===== src/acls_pkg.sv =====
// Shared types, codes and constants of the AFC channel lock search block.
`default_nettype none
package acls_pkg;

	localparam int unsigned FREQ_W = 16;
	localparam int unsigned CNT_W = 8;
	localparam int unsigned FLAG_W = 5;
	localparam int unsigned CFG_IDX_W = 3;
	localparam int unsigned CFG_DATA_W = 16;
	localparam int unsigned S_TDATA_W = 32;
	localparam int unsigned M_TDATA_W = 40;

	localparam logic OP_START = 1'b0;
	localparam logic OP_READ = 1'b1;

	localparam logic [CFG_IDX_W-1:0] CFG_FM_MODE = 3'd0;
	localparam logic [CFG_IDX_W-1:0] CFG_TV_MIN = 3'd1;
	localparam logic [CFG_IDX_W-1:0] CFG_TV_MAX = 3'd2;
	localparam logic [CFG_IDX_W-1:0] CFG_FM_MIN = 3'd3;
	localparam logic [CFG_IDX_W-1:0] CFG_FM_MAX = 3'd4;
	localparam logic [CFG_IDX_W-1:0] CFG_STOP_WIN = 3'd5;

	localparam logic [1:0] OUTCOME_STOP = 2'd0;
	localparam logic [1:0] OUTCOME_NOT_FOUND = 2'd1;
	localparam logic [1:0] OUTCOME_FOUND = 2'd2;

	localparam logic [1:0] DET_NONE = 2'd0;
	localparam logic [1:0] DET_SIGNAL = 2'd1;

	localparam logic [3:0] AFC_CENTER_LOW = 4'd0;
	localparam logic [3:0] AFC_EDGE_HIGH = 4'd7;
	localparam logic [3:0] AFC_EDGE_LOW = 4'd8;
	localparam logic [3:0] AFC_CENTER_HIGH = 4'd15;

	localparam logic [7:0] AFC_LOCK_MASK = 8'h50;

	localparam logic [FLAG_W-1:0] FLAG_RESTART = 5'h01;
	localparam logic [FLAG_W-1:0] FLAG_EDGE = 5'h02;
	localparam logic [FLAG_W-1:0] FLAG_CENTER = 5'h04;
	localparam logic [FLAG_W-1:0] FLAG_NEAR = 5'h0a;
	localparam logic [FLAG_W-1:0] FLAG_OFF = 5'h10;
	localparam logic [FLAG_W-1:0] FLAGS_FM_LOCK = 5'h0f;
	localparam logic [FLAG_W-1:0] FLAGS_TV_LOCK = 5'h1f;
	localparam logic [FLAG_W-1:0] FLAGS_WEAK_A = 5'h1b;
	localparam logic [FLAG_W-1:0] FLAGS_WEAK_B = 5'h1a;

	localparam logic [CNT_W-1:0] WEAK_MIN = 8'd4;
	localparam logic [CNT_W-1:0] EDGE_MIN_UP = 8'd3;
	localparam logic [CNT_W-1:0] EDGE_MIN_DOWN = 8'd0;

	localparam logic [FREQ_W-1:0] TV_MIN_RESET = 16'd0;
	localparam logic [FREQ_W-1:0] TV_MAX_RESET = 16'hffff;
	localparam logic [FREQ_W-1:0] FM_MIN_RESET = 16'd0;
	localparam logic [FREQ_W-1:0] FM_MAX_RESET = 16'hffff;
	localparam logic [FREQ_W-1:0] STOP_WIN_RESET = 16'd300;

	typedef struct packed {
		logic fm_mode;
		logic [FREQ_W-1:0] tv_min_freq;
		logic [FREQ_W-1:0] tv_max_freq;
		logic [FREQ_W-1:0] fm_min_freq;
		logic [FREQ_W-1:0] fm_max_freq;
		logic [FREQ_W-1:0] stop_window;
	} cfg_t;

	typedef struct packed {
		logic [FREQ_W-1:0] current_step;
		logic [FREQ_W-1:0] base_step;
		logic direction_up;
		logic [FLAG_W-1:0] afc_flags;
		logic [CNT_W-1:0] edge_count;
		logic [CNT_W-1:0] weak_count;
		logic [FREQ_W-1:0] candidate_step;
		logic busy;
	} state_t;

	typedef struct packed {
		logic [FREQ_W-1:0] found_freq;
		logic [1:0] outcome;
		logic done_res;
		logic [FREQ_W-1:0] tune_freq;
	} result_t;

	function automatic logic [CNT_W-1:0] sat_inc(input logic [CNT_W-1:0] v);
		return (v == {CNT_W{1'b1}}) ? v : v + 1'b1;
	endfunction

endpackage
`default_nettype wire


===== src/acls_step.sv =====
// Next-state and result logic for one start or reading item of the channel search.
`default_nettype none
module acls_step (
	input  acls_pkg::state_t st,
	input  acls_pkg::cfg_t cfg,
	input  logic operation,
	input  logic [15:0] start_freq,
	input  logic search_up,
	input  logic [7:0] afc_status,
	input  logic stop_request,
	input  logic [1:0] signal_detect,
	output acls_pkg::state_t nxt,
	output acls_pkg::result_t res
);

	logic signed [17:0] cur;
	logic signed [17:0] nxt_cur;
	logic signed [17:0] lo;
	logic signed [17:0] hi;
	logic [16:0] win_hi;
	logic [16:0] win_lo;
	logic beyond;
	logic up;
	logic fm;
	logic found;
	logic edge_ok;
	logic [acls_pkg::FLAG_W-1:0] f;

	assign up = st.direction_up;
	assign fm = cfg.fm_mode;
	assign win_hi = {1'b0, st.base_step} + {1'b0, cfg.stop_window};
	assign win_lo = {1'b0, st.base_step} - {1'b0, cfg.stop_window};
	assign beyond = up ? ({1'b0, st.current_step} > win_hi)
		: (!win_lo[16] && (st.current_step < win_lo[15:0]));
	assign lo = signed'({2'b00, fm ? cfg.fm_min_freq : cfg.tv_min_freq});
	assign hi = signed'({2'b00, fm ? cfg.fm_max_freq : cfg.tv_max_freq});

	always_comb begin
		nxt = st;
		res.tune_freq = st.current_step;
		res.done_res = 1'b0;
		res.outcome = acls_pkg::OUTCOME_STOP;
		res.found_freq = '0;
		cur = signed'({2'b00, st.current_step});
		nxt_cur = cur;
		f = st.afc_flags;
		found = 1'b0;
		edge_ok = 1'b0;
		if (operation == acls_pkg::OP_START) begin
			nxt.current_step = start_freq;
			nxt.base_step = start_freq;
			nxt.direction_up = search_up;
			nxt.afc_flags = '0;
			nxt.edge_count = '0;
			nxt.weak_count = '0;
			nxt.candidate_step = '0;
			nxt.busy = 1'b1;
			res.tune_freq = start_freq;
		end else if (!st.busy) begin
			nxt = st;
		end else if (stop_request && beyond) begin
			nxt.busy = 1'b0;
			res.done_res = 1'b1;
		end else begin
			case (afc_status[3:0])
				acls_pkg::AFC_EDGE_HIGH: begin
					if (up) begin
						f = acls_pkg::FLAG_RESTART;
						if (!fm) begin
							cur = cur + 18'sd1;
						end
					end else begin
						nxt.edge_count = acls_pkg::sat_inc(st.edge_count);
						f = f | acls_pkg::FLAG_EDGE;
					end
				end
				acls_pkg::AFC_EDGE_LOW: begin
					if (up) begin
						nxt.edge_count = acls_pkg::sat_inc(st.edge_count);
						f = f | acls_pkg::FLAG_EDGE;
					end else begin
						f = acls_pkg::FLAG_RESTART;
						if (!fm) begin
							cur = cur - 18'sd1;
						end
					end
				end
				acls_pkg::AFC_CENTER_LOW, acls_pkg::AFC_CENTER_HIGH: begin
					f = f | acls_pkg::FLAG_CENTER;
					nxt.candidate_step = cur[15:0];
				end
				default: begin
					if (afc_status[3:0] > acls_pkg::AFC_EDGE_LOW) begin
						f = f | acls_pkg::FLAG_OFF;
					end else begin
						f = f | acls_pkg::FLAG_NEAR;
					end
				end
			endcase

			if (fm) begin
				found = (f == acls_pkg::FLAGS_FM_LOCK);
			end else begin
				if (f == acls_pkg::FLAGS_WEAK_A || f == acls_pkg::FLAGS_WEAK_B) begin
					nxt.weak_count = acls_pkg::sat_inc(st.weak_count);
					if (nxt.candidate_step == '0) begin
						nxt.candidate_step = cur[15:0];
					end
				end else begin
					nxt.weak_count = '0;
				end
				edge_ok = up ? (nxt.edge_count > acls_pkg::EDGE_MIN_UP)
					: (nxt.edge_count > acls_pkg::EDGE_MIN_DOWN);
				if ((afc_status & acls_pkg::AFC_LOCK_MASK) != acls_pkg::AFC_LOCK_MASK) begin
					f = '0;
					nxt.edge_count = '0;
				end else if ((f == acls_pkg::FLAGS_TV_LOCK
					|| nxt.weak_count > acls_pkg::WEAK_MIN) && edge_ok) begin
					if (signal_detect == acls_pkg::DET_SIGNAL) begin
						found = 1'b1;
					end else begin
						if (signal_detect == acls_pkg::DET_NONE) begin
							nxt.weak_count = '0;
							f = '0;
							nxt.edge_count = '0;
						end
						nxt.candidate_step = '0;
					end
				end
			end

			nxt.afc_flags = f;
			if (found) begin
				nxt.busy = 1'b0;
				res.tune_freq = nxt.candidate_step;
				res.done_res = 1'b1;
				res.outcome = acls_pkg::OUTCOME_FOUND;
				res.found_freq = nxt.candidate_step;
			end else begin
				nxt_cur = up ? cur + 18'sd1 : cur - 18'sd1;
				if (up ? (nxt_cur > hi) : (nxt_cur < lo)) begin
					nxt.busy = 1'b0;
					res.done_res = 1'b1;
					res.outcome = acls_pkg::OUTCOME_NOT_FOUND;
				end else begin
					nxt.current_step = nxt_cur[15:0];
					res.tune_freq = nxt_cur[15:0];
				end
			end
		end
	end

endmodule
`default_nettype wire


===== src/afc_channel_lock_search.sv =====
// Top level of the AFC channel lock search sequencer with stream ports and config port.
// A result is registered and shows on the master side the cycle after its input transfer.
// One item per cycle when not stalled; search state and result register update together.
// The result register frees in the cycle its transfer completes, so input is taken then too.
// Reset clears the search state to idle and loads the configuration register defaults.
`default_nettype none
module afc_channel_lock_search (
	input  logic clk,
	input  logic arst_n,
	input  logic s_axis_tvalid,
	output logic s_axis_tready,
	// From bit 0: start_freq[15:0], search_up, afc_status[7:0], stop_request,
	// signal_detect[1:0], zero fill.
	input  logic [acls_pkg::S_TDATA_W-1:0] s_axis_tdata,
	// Bit 0: operation.
	input  logic s_axis_tuser,
	output logic m_axis_tvalid,
	input  logic m_axis_tready,
	// From bit 0: tune_freq[15:0], done_res, outcome[1:0], found_freq[15:0], zero fill.
	output logic [acls_pkg::M_TDATA_W-1:0] m_axis_tdata,
	input  logic cfg_we,
	input  logic [acls_pkg::CFG_IDX_W-1:0] cfg_index,
	input  logic [acls_pkg::CFG_DATA_W-1:0] cfg_wdata
);

	acls_pkg::cfg_t cfg_q;
	acls_pkg::state_t state_q;
	acls_pkg::state_t state_nxt;
	acls_pkg::result_t res_nxt;
	acls_pkg::result_t res_q;
	logic out_valid_q;
	logic in_xfer;

	assign s_axis_tready = !out_valid_q || m_axis_tready;
	assign in_xfer = s_axis_tvalid && s_axis_tready;
	assign m_axis_tvalid = out_valid_q;
	assign m_axis_tdata = {{(acls_pkg::M_TDATA_W - $bits(acls_pkg::result_t)){1'b0}}, res_q};

	acls_step u_step (
		.st(state_q),
		.cfg(cfg_q),
		.operation(s_axis_tuser),
		.start_freq(s_axis_tdata[15:0]),
		.search_up(s_axis_tdata[16]),
		.afc_status(s_axis_tdata[24:17]),
		.stop_request(s_axis_tdata[25]),
		.signal_detect(s_axis_tdata[27:26]),
		.nxt(state_nxt),
		.res(res_nxt)
	);

	always_ff @(posedge clk or negedge arst_n) begin
		if (!arst_n) begin
			cfg_q.fm_mode <= 1'b0;
			cfg_q.tv_min_freq <= acls_pkg::TV_MIN_RESET;
			cfg_q.tv_max_freq <= acls_pkg::TV_MAX_RESET;
			cfg_q.fm_min_freq <= acls_pkg::FM_MIN_RESET;
			cfg_q.fm_max_freq <= acls_pkg::FM_MAX_RESET;
			cfg_q.stop_window <= acls_pkg::STOP_WIN_RESET;
		end else if (cfg_we) begin
			case (cfg_index)
				acls_pkg::CFG_FM_MODE: cfg_q.fm_mode <= cfg_wdata[0];
				acls_pkg::CFG_TV_MIN: cfg_q.tv_min_freq <= cfg_wdata;
				acls_pkg::CFG_TV_MAX: cfg_q.tv_max_freq <= cfg_wdata;
				acls_pkg::CFG_FM_MIN: cfg_q.fm_min_freq <= cfg_wdata;
				acls_pkg::CFG_FM_MAX: cfg_q.fm_max_freq <= cfg_wdata;
				acls_pkg::CFG_STOP_WIN: cfg_q.stop_window <= cfg_wdata;
				default: cfg_q <= cfg_q;
			endcase
		end
	end

	always_ff @(posedge clk or negedge arst_n) begin
		if (!arst_n) begin
			state_q <= '0;
			out_valid_q <= 1'b0;
		end else if (in_xfer) begin
			state_q <= state_nxt;
			out_valid_q <= 1'b1;
		end else if (m_axis_tready) begin
			out_valid_q <= 1'b0;
		end
	end

	always_ff @(posedge clk) begin
		if (in_xfer) begin
			res_q <= res_nxt;
		end
	end

	a_start_sets_busy: assert property (@(posedge clk) disable iff (!arst_n)
		(in_xfer && s_axis_tuser == acls_pkg::OP_START) |=> state_q.busy)
		else $error("start transfer did not make the search busy");

	a_done_clears_busy: assert property (@(posedge clk) disable iff (!arst_n)
		(in_xfer && res_nxt.done_res) |=> (!state_q.busy && res_q.done_res))
		else $error("ended search still busy");

	a_outcome_only_when_done: assert property (@(posedge clk) disable iff (!arst_n)
		(out_valid_q && !res_q.done_res) |-> (res_q.outcome == acls_pkg::OUTCOME_STOP))
		else $error("outcome set on a result that does not end the search");

	a_found_freq_only_when_found: assert property (@(posedge clk) disable iff (!arst_n)
		(out_valid_q && res_q.outcome != acls_pkg::OUTCOME_FOUND) |-> (res_q.found_freq == '0))
		else $error("found frequency reported without a found outcome");

	a_idle_reading_holds_state: assert property (@(posedge clk) disable iff (!arst_n)
		(in_xfer && s_axis_tuser == acls_pkg::OP_READ && !state_q.busy)
		|=> (state_q == $past(state_q)))
		else $error("reading while idle changed the search state");

endmodule
`default_nettype wire

===== config.mk =====
export PLATFORM = sky130hd
export DESIGN_NAME = afc_channel_lock_search
export DESIGN_NICKNAME = d
export VERILOG_FILES = /design/src/acls_pkg.sv /design/src/acls_step.sv /design/src/afc_channel_lock_search.sv
export SDC_FILE = /design/constraint.sdc
export NUM_CORES = 1
export LEC_CHECK = 0
export BUFFER_PORTS_ARGS = -buffer_cell sky130_fd_sc_hd__buf_2
export CORE_MARGIN = 5
export CORE_UTILIZATION = 36
export CTS_CLUSTER_SIZE = 14
export DETAILED_ROUTE_END_ITERATION = 6
export HOLD_SLACK_MARGIN = 0.02
export SKIP_CTS_REPAIR_TIMING = 1
export SYNTH_ARGS = -nofsm -noshare
export SYNTH_HDL_FRONTEND = slang
export SYNTH_SLANG_ARGS = --single-unit

===== constraint.sdc =====
create_clock -name clk -period 7.7 [get_ports clk]
set_input_delay 1.54 -clock clk [delete_from_list [all_inputs] [get_ports clk]]
set_output_delay 1.54 -clock clk [all_outputs]
set_load 0.01 [all_outputs]

=== Word level (Yosys, flattened, before mapping) ===
Cells that the tools add are included.

* Register bits after elaboration: 188
* Bits in latches: 0
* RAM bits: 0
* Memory bits (read-only): 0
* Output and inout port bits: 42
* Memories kept: 0

* Add/sub/neg operators: 8
* Multipliers: 0
* Divide/modulo/power cells: 0
* $lt $le $gt $ge: 8
* Eq/ne operators: 20
* Shift-type cells: 0
* Mux-type cells: 82
* Bitwise gates (word level): 3
* Reductions and logical operators: 29

{| class="wikitable"
|+ Operator list
! operator !! number
|-
| $mux W16 || 19
|-
| $mux W32 || 6
|-
| $mux W18 || 8
|-
| $mux W8 || 13
|-
| $mux W71 || 1
|-
| $mux W5 || 11
|-
| $mux W38 || 1
|-
| $mux W37 || 1
|-
| $pmux W18 S2 || 1
|-
| $mux W24 || 1
|-
| $mux W19 || 1
|-
| $add A18 B2 Y18 const B || 1
|-
| $gt A18 B17 Y1 || 1
|-
| $lt A18 B17 Y1 || 1
|-
| $sub A18 B2 Y18 const B || 1
|-
| $add A16 B1 Y17 const B || 1
|-
| $add A16 B16 Y17 || 1
|-
| $gt A16 B17 Y1 || 1
|-
| $sub A16 B1 Y17 const B || 1
|-
| $sub A16 B16 Y17 || 1
|-
| $add A8 B1 Y8 const B || 2
|-
| $eq A8 B8 Y1 const B || 2
|-
| $logic_not A16 Y1 || 1
|-
| $lt A16 B16 Y1 || 1
|-
| other kinds (32) || 72
|}

=== Logic depth before layout (Yosys ltp) ===
* Depth in word-level cells: 28
* Gate-level depth with buffers: 28
* Depth with buffers taken out: 24

=== Hierarchy ===
A second synthesis with hierarchy kept.

* Cells, all modules: 1506
* Area total of the unflattened synthesis: 14527.7 µm²

{| class="wikitable"
|+ By module, submodules not included
! module !! instances !! cells an instance !! area each (µm²) !! sequential area each (µm²)
|-
| acls_step || 1 || 1134 || 7624.8 || 0.0
|-
| afc_channel_lock_search || 1 || 372 || 6902.9 || 4924.7
|}

=== Least setup slack after synthesis ===
Ideal clock, no wire load.

* Path type: input to register
* From: input s_axis_tdata[17] in the netlist's numbering
* To: register res_q (netlist bit m_axis_tdata[14]) (data pin)
* Library setup time: 0.261 ns
* Data arrival time: 6.309 ns
* Path slack: 1.130 ns
* Stages: 24
* Cells stage by stage: buf_2 > and4b_1 > clkbuf_1 > and3_1 > a21oi_1 > xnor2_1 > ha_1 > a21o_1 > nor3_1 > a221oi_1 > or3_1 > a21o_1 > a21oi_1 > xnor2_1 > ha_1 > nand4_1 > o221ai_1 > nor4_1 > a21oi_1 > o221a_4 > or2_1 > buf_6 > a21o_1 > a221o_1

{| class="wikitable"
|+ RTL lines
! what !! RTL line !! source
|-
| from (decl) || afc_channel_lock_search.sv:14 || <nowiki>input logic [acls_pkg::S_TDATA_W-1:0] s_axis_tdata,</nowiki>
|-
| to (signal assigned) || afc_channel_lock_search.sv:87 || <nowiki>res_q <= res_nxt;</nowiki>
|-
| to (decl) || afc_channel_lock_search.sv:30 || <nowiki>acls_pkg::result_t res_q;</nowiki>
|}

==> results by group <==
Critical path
  – Reg2reg start: cfg_q[2]$_DFFE_PN1P_
  – CP peak stage delay: 0.51 ns
  – Crit path DAT: 7.29 ns
  – Crit path max-delay cell type: nor4b_4
  – Worst setup EP type: flop
  – Worst Path Required: 7.98 ns
  – Worst setup SP type: input port
  – Most frequent CP cell: buf_4
  – Worst setup path startpoint: s_axis_tdata[18]
  – Crit Path Category: in -> reg
  – Crit path max fanout: 17

Logic synthesis
  – Synth cell types: 91
  – Mapped Cells: 1444
  – Ys flop type: dfrtp_1
  – Synth warn: 0
  – Ys async rst share: 0.814
  – Syn Area/Cell: 9.59 um^2
  – Post-synthesis sequential area ratio: 0.355
  – Synthesized cell area: 0.0139 mm^2
  – Post-synthesis register bit count: 188
  – Post-synth EDFFs: 35

Global route
  – Grt total ovfl: 0
  – Vias in the first global route: 11500
  – First-pass GRT wire length: 63.8 mm
  – Initial antenna violation count: 0
  – Gr usage total: 0.193
  – Pin count of the biggest net entering global routing: 93

Timing
  – Final Hold Viols: 0
  – Final period util: 0.910
  – Pin slew with the least headroom to its limit: 0.991 ns
  – Setup TNS: 0 ns
  – Final min period: 7.01 ns
  – Max-slew violation count: 0
  – PnR worst setup slack: 0.691 ns
  – Clock Skew: 0.0128 ns
  – F_max: 143 MHz
  – RSZ-0062 raised after global routing: false
  – Slew HR: 0.339
  – Setup violators final: 0

Clock tree
  – CTS root buf: clkbuf_16
  – H-tree Lvls: 4
  – Num CTS Buffers: 17
  – Clock insertion delay at the later pin of the skew report: 0.47 ns
  – Clk pin slew, worst setup/hold paths: 0.07 ns
  – Clock tree buffer depth: 2
  – Clock Sinks: 188
  – CTS tree: yes

Floorplan
  – Initial Utilization: 0.366
  – Io pins: 99
  – Std cell rows: 71
  – Die area: 0.0425 mm^2
  – Die width: 206 um
  – Placeable Area: 0.0378 mm^2
  – Die height: 206 um

Place
  – RePlAce Congestion: 0.880
  – Setup Slack @ Placement: 0.277 ns
  – Port Buffers: 87
  – Final HPWL DP: 31.7 mm

Pwr
  – VDD IR max: 0.231 mV
  – Cell area power density: 381 mW/mm^2
  – Total leakage power: 0.00655 uW
  – Power Total: 5910 uW

Hold path
  – Worst hold path class: reg -> reg
  – Hold path start: cfg_q[78]$_DFFE_PN0P_

Drt
  – Routed len/inst: 19.9 um
  – Via count: 11700
  – DRT Pass-1 Iters: 6
  – Final ANT Viol Nets: 0
  – Wirelength, routed: 40.8 mm
  – Vias per cell: 5.70
  – # DRC: 0
  – DRT iter0 DRCs: 803

Status
  – Status: completed

Finish
  – Nets: 1697
  – Commonest non-fill, non-tap cell in the layout: dfrtp_1
  – Layout cell share with drive strength beyond 1: 0.220
  – Inserted Diodes: 0
  – Fillers: 3820
  – Most frequent cells in the layout: 116 x dfrtp_1, 114 x ha_1, 102 x nor2_1
  – Area Growth Syn to Fin: 12.2%

Job
  – MaxCap Viol Count: 0
critical path, delay by kind of cell:
kind / cells / cell delay [ns]
XOR/XNOR: 1 / 0.18
adder cells (fa/ha/maj): 2 / 0.67
AO/OA/AOI/OAI: 8 / 1.97
buffers and inverters: 4 / 0.74
AND/OR/NAND/NOR: 10 / 2.17
through the flow:
stage	hold WS [ns]	instance area (um^2)	instances	utilization
floorplan	0.458	13900	1448	-
global placement	0.486	15000	2015	0.396
detailed placement	0.495	15000	2015	0.396
CTS	0.511	15500	2046	0.411
global route	0.518	15500	2046	0.411
finish	0.507	15500	2046	0.411
power by group:
| group | total [uW] | switching, uW | internal [uW] |
|---|---|---|---|
| registers | 1550 | 290 | 1260 |
| logic | 3510 | 1980 | 1520 |
| clock network | 859 | 430 | 429 |
| total | 5910 | 2700 | 3210 |
cells in the mapped netlist, types with 7 or more instances:
cell type,n,area [um^2]
buf_2,16,80.1
buf_4,8,60.1
o21ai_0,72,360
a22o_1,15,131
xnor2_1,37,324
ha_1,114,1430
nor3_1,33,165
dfrtp_1,117,2930
a21oi_1,93,465
o21bai_1,8,60.1
a211oi_1,12,90.1
a2bb2oi_1,8,70.1
mux2_2,95,1070
o22ai_1,9,56.3
nor2b_1,15,93.8
o21a_1,7,52.6
or3_1,14,87.6
o22a_1,18,158
nand4_1,20,125
o211ai_1,9,67.6
a221o_1,13,130
and3_1,10,62.6
nand2_1,82,308
a2111oi_0,8,70.1
nand2b_1,21,131
nor2_1,102,383
nor4_1,9,56.3
a21o_1,14,105
a31oi_1,24,150
inv_1,64,240
o221ai_1,13,114
and2_1,19,119
xor2_1,14,123
nand3_1,39,195
edfxtp_1,35,1050
o31ai_1,9,67.6
mux2i_1,35,350
dfstp_2,36,946
or4_1,9,67.6
clkbuf_1,55,206
routing by layer:
| metal | GRT usage | share of wire | vias up |
|---|---|---|---|
| li1 | - | - | 5563 |
| met1 | 0.257 | 0.44 | 5698 |
| met2 | 0.321 | 0.48 | 334 |
| met3 | 0.0366 | 0.059 | 60 |
| met4 | 0.0589 | 0.025 | 0 |
| met5 | 0 | 0 | - |
kinds of logic (layout without fill, tap and decap cells):
group	after synthesis	after routing	share of synthesized area
and+or+nand+nor	410	410	0.154
AOI/OAI and AO/OA	396	396	0.202
DFF	188	188	0.355
buffers and inverters	151	238	0.0462
muxes	130	130	0.103
adders and majority gates	117	117	0.107
xor gates and xnor gates	51	51	0.0322
other	1	5	0.000271
final timing paths:
| check | to | slack (ns) | cells after the start |
|---|---|---|---|
| setup / recovery | m_axis_tdata[1]$_DFFE_PP_ | 0.69 | 25 |
| hold / removal | cfg_q[78]$_DFFE_PN0P_ | 0.51 | 1 |
| setup reg to reg | state_q[28]$_DFFE_PN0P_ | 1.12 | 23 |
| hold reg to reg | cfg_q[78]$_DFFE_PN0P_ | 0.51 | 1 |
| max in group asynchronous | cfg_q[78]$_DFFE_PN0P_ | 5.13 | 2 |
| min in group asynchronous | state_q[25]$_DFFE_PN0P_ | 1.10 | 1 |
state kept, by name (all words and copies together) (netlist names):
signal,flops
cfg_q,81
m_axis_tdata,35
m_axis_tvalid,1
state_q,71
final cells by class:
cell class              count  area [um^2]  share of cell area
flip-flops and latches    188         4930               0.317
multi-input cells        1109         8310               0.535
clock inverters            13          110             0.00709
inverters                  67          251              0.0162
well taps                 511          639              0.0411
clock buffers              18          439              0.0283
repair buffers            140          865              0.0556
Note: power is estimated with default switching activity, not from simulation.
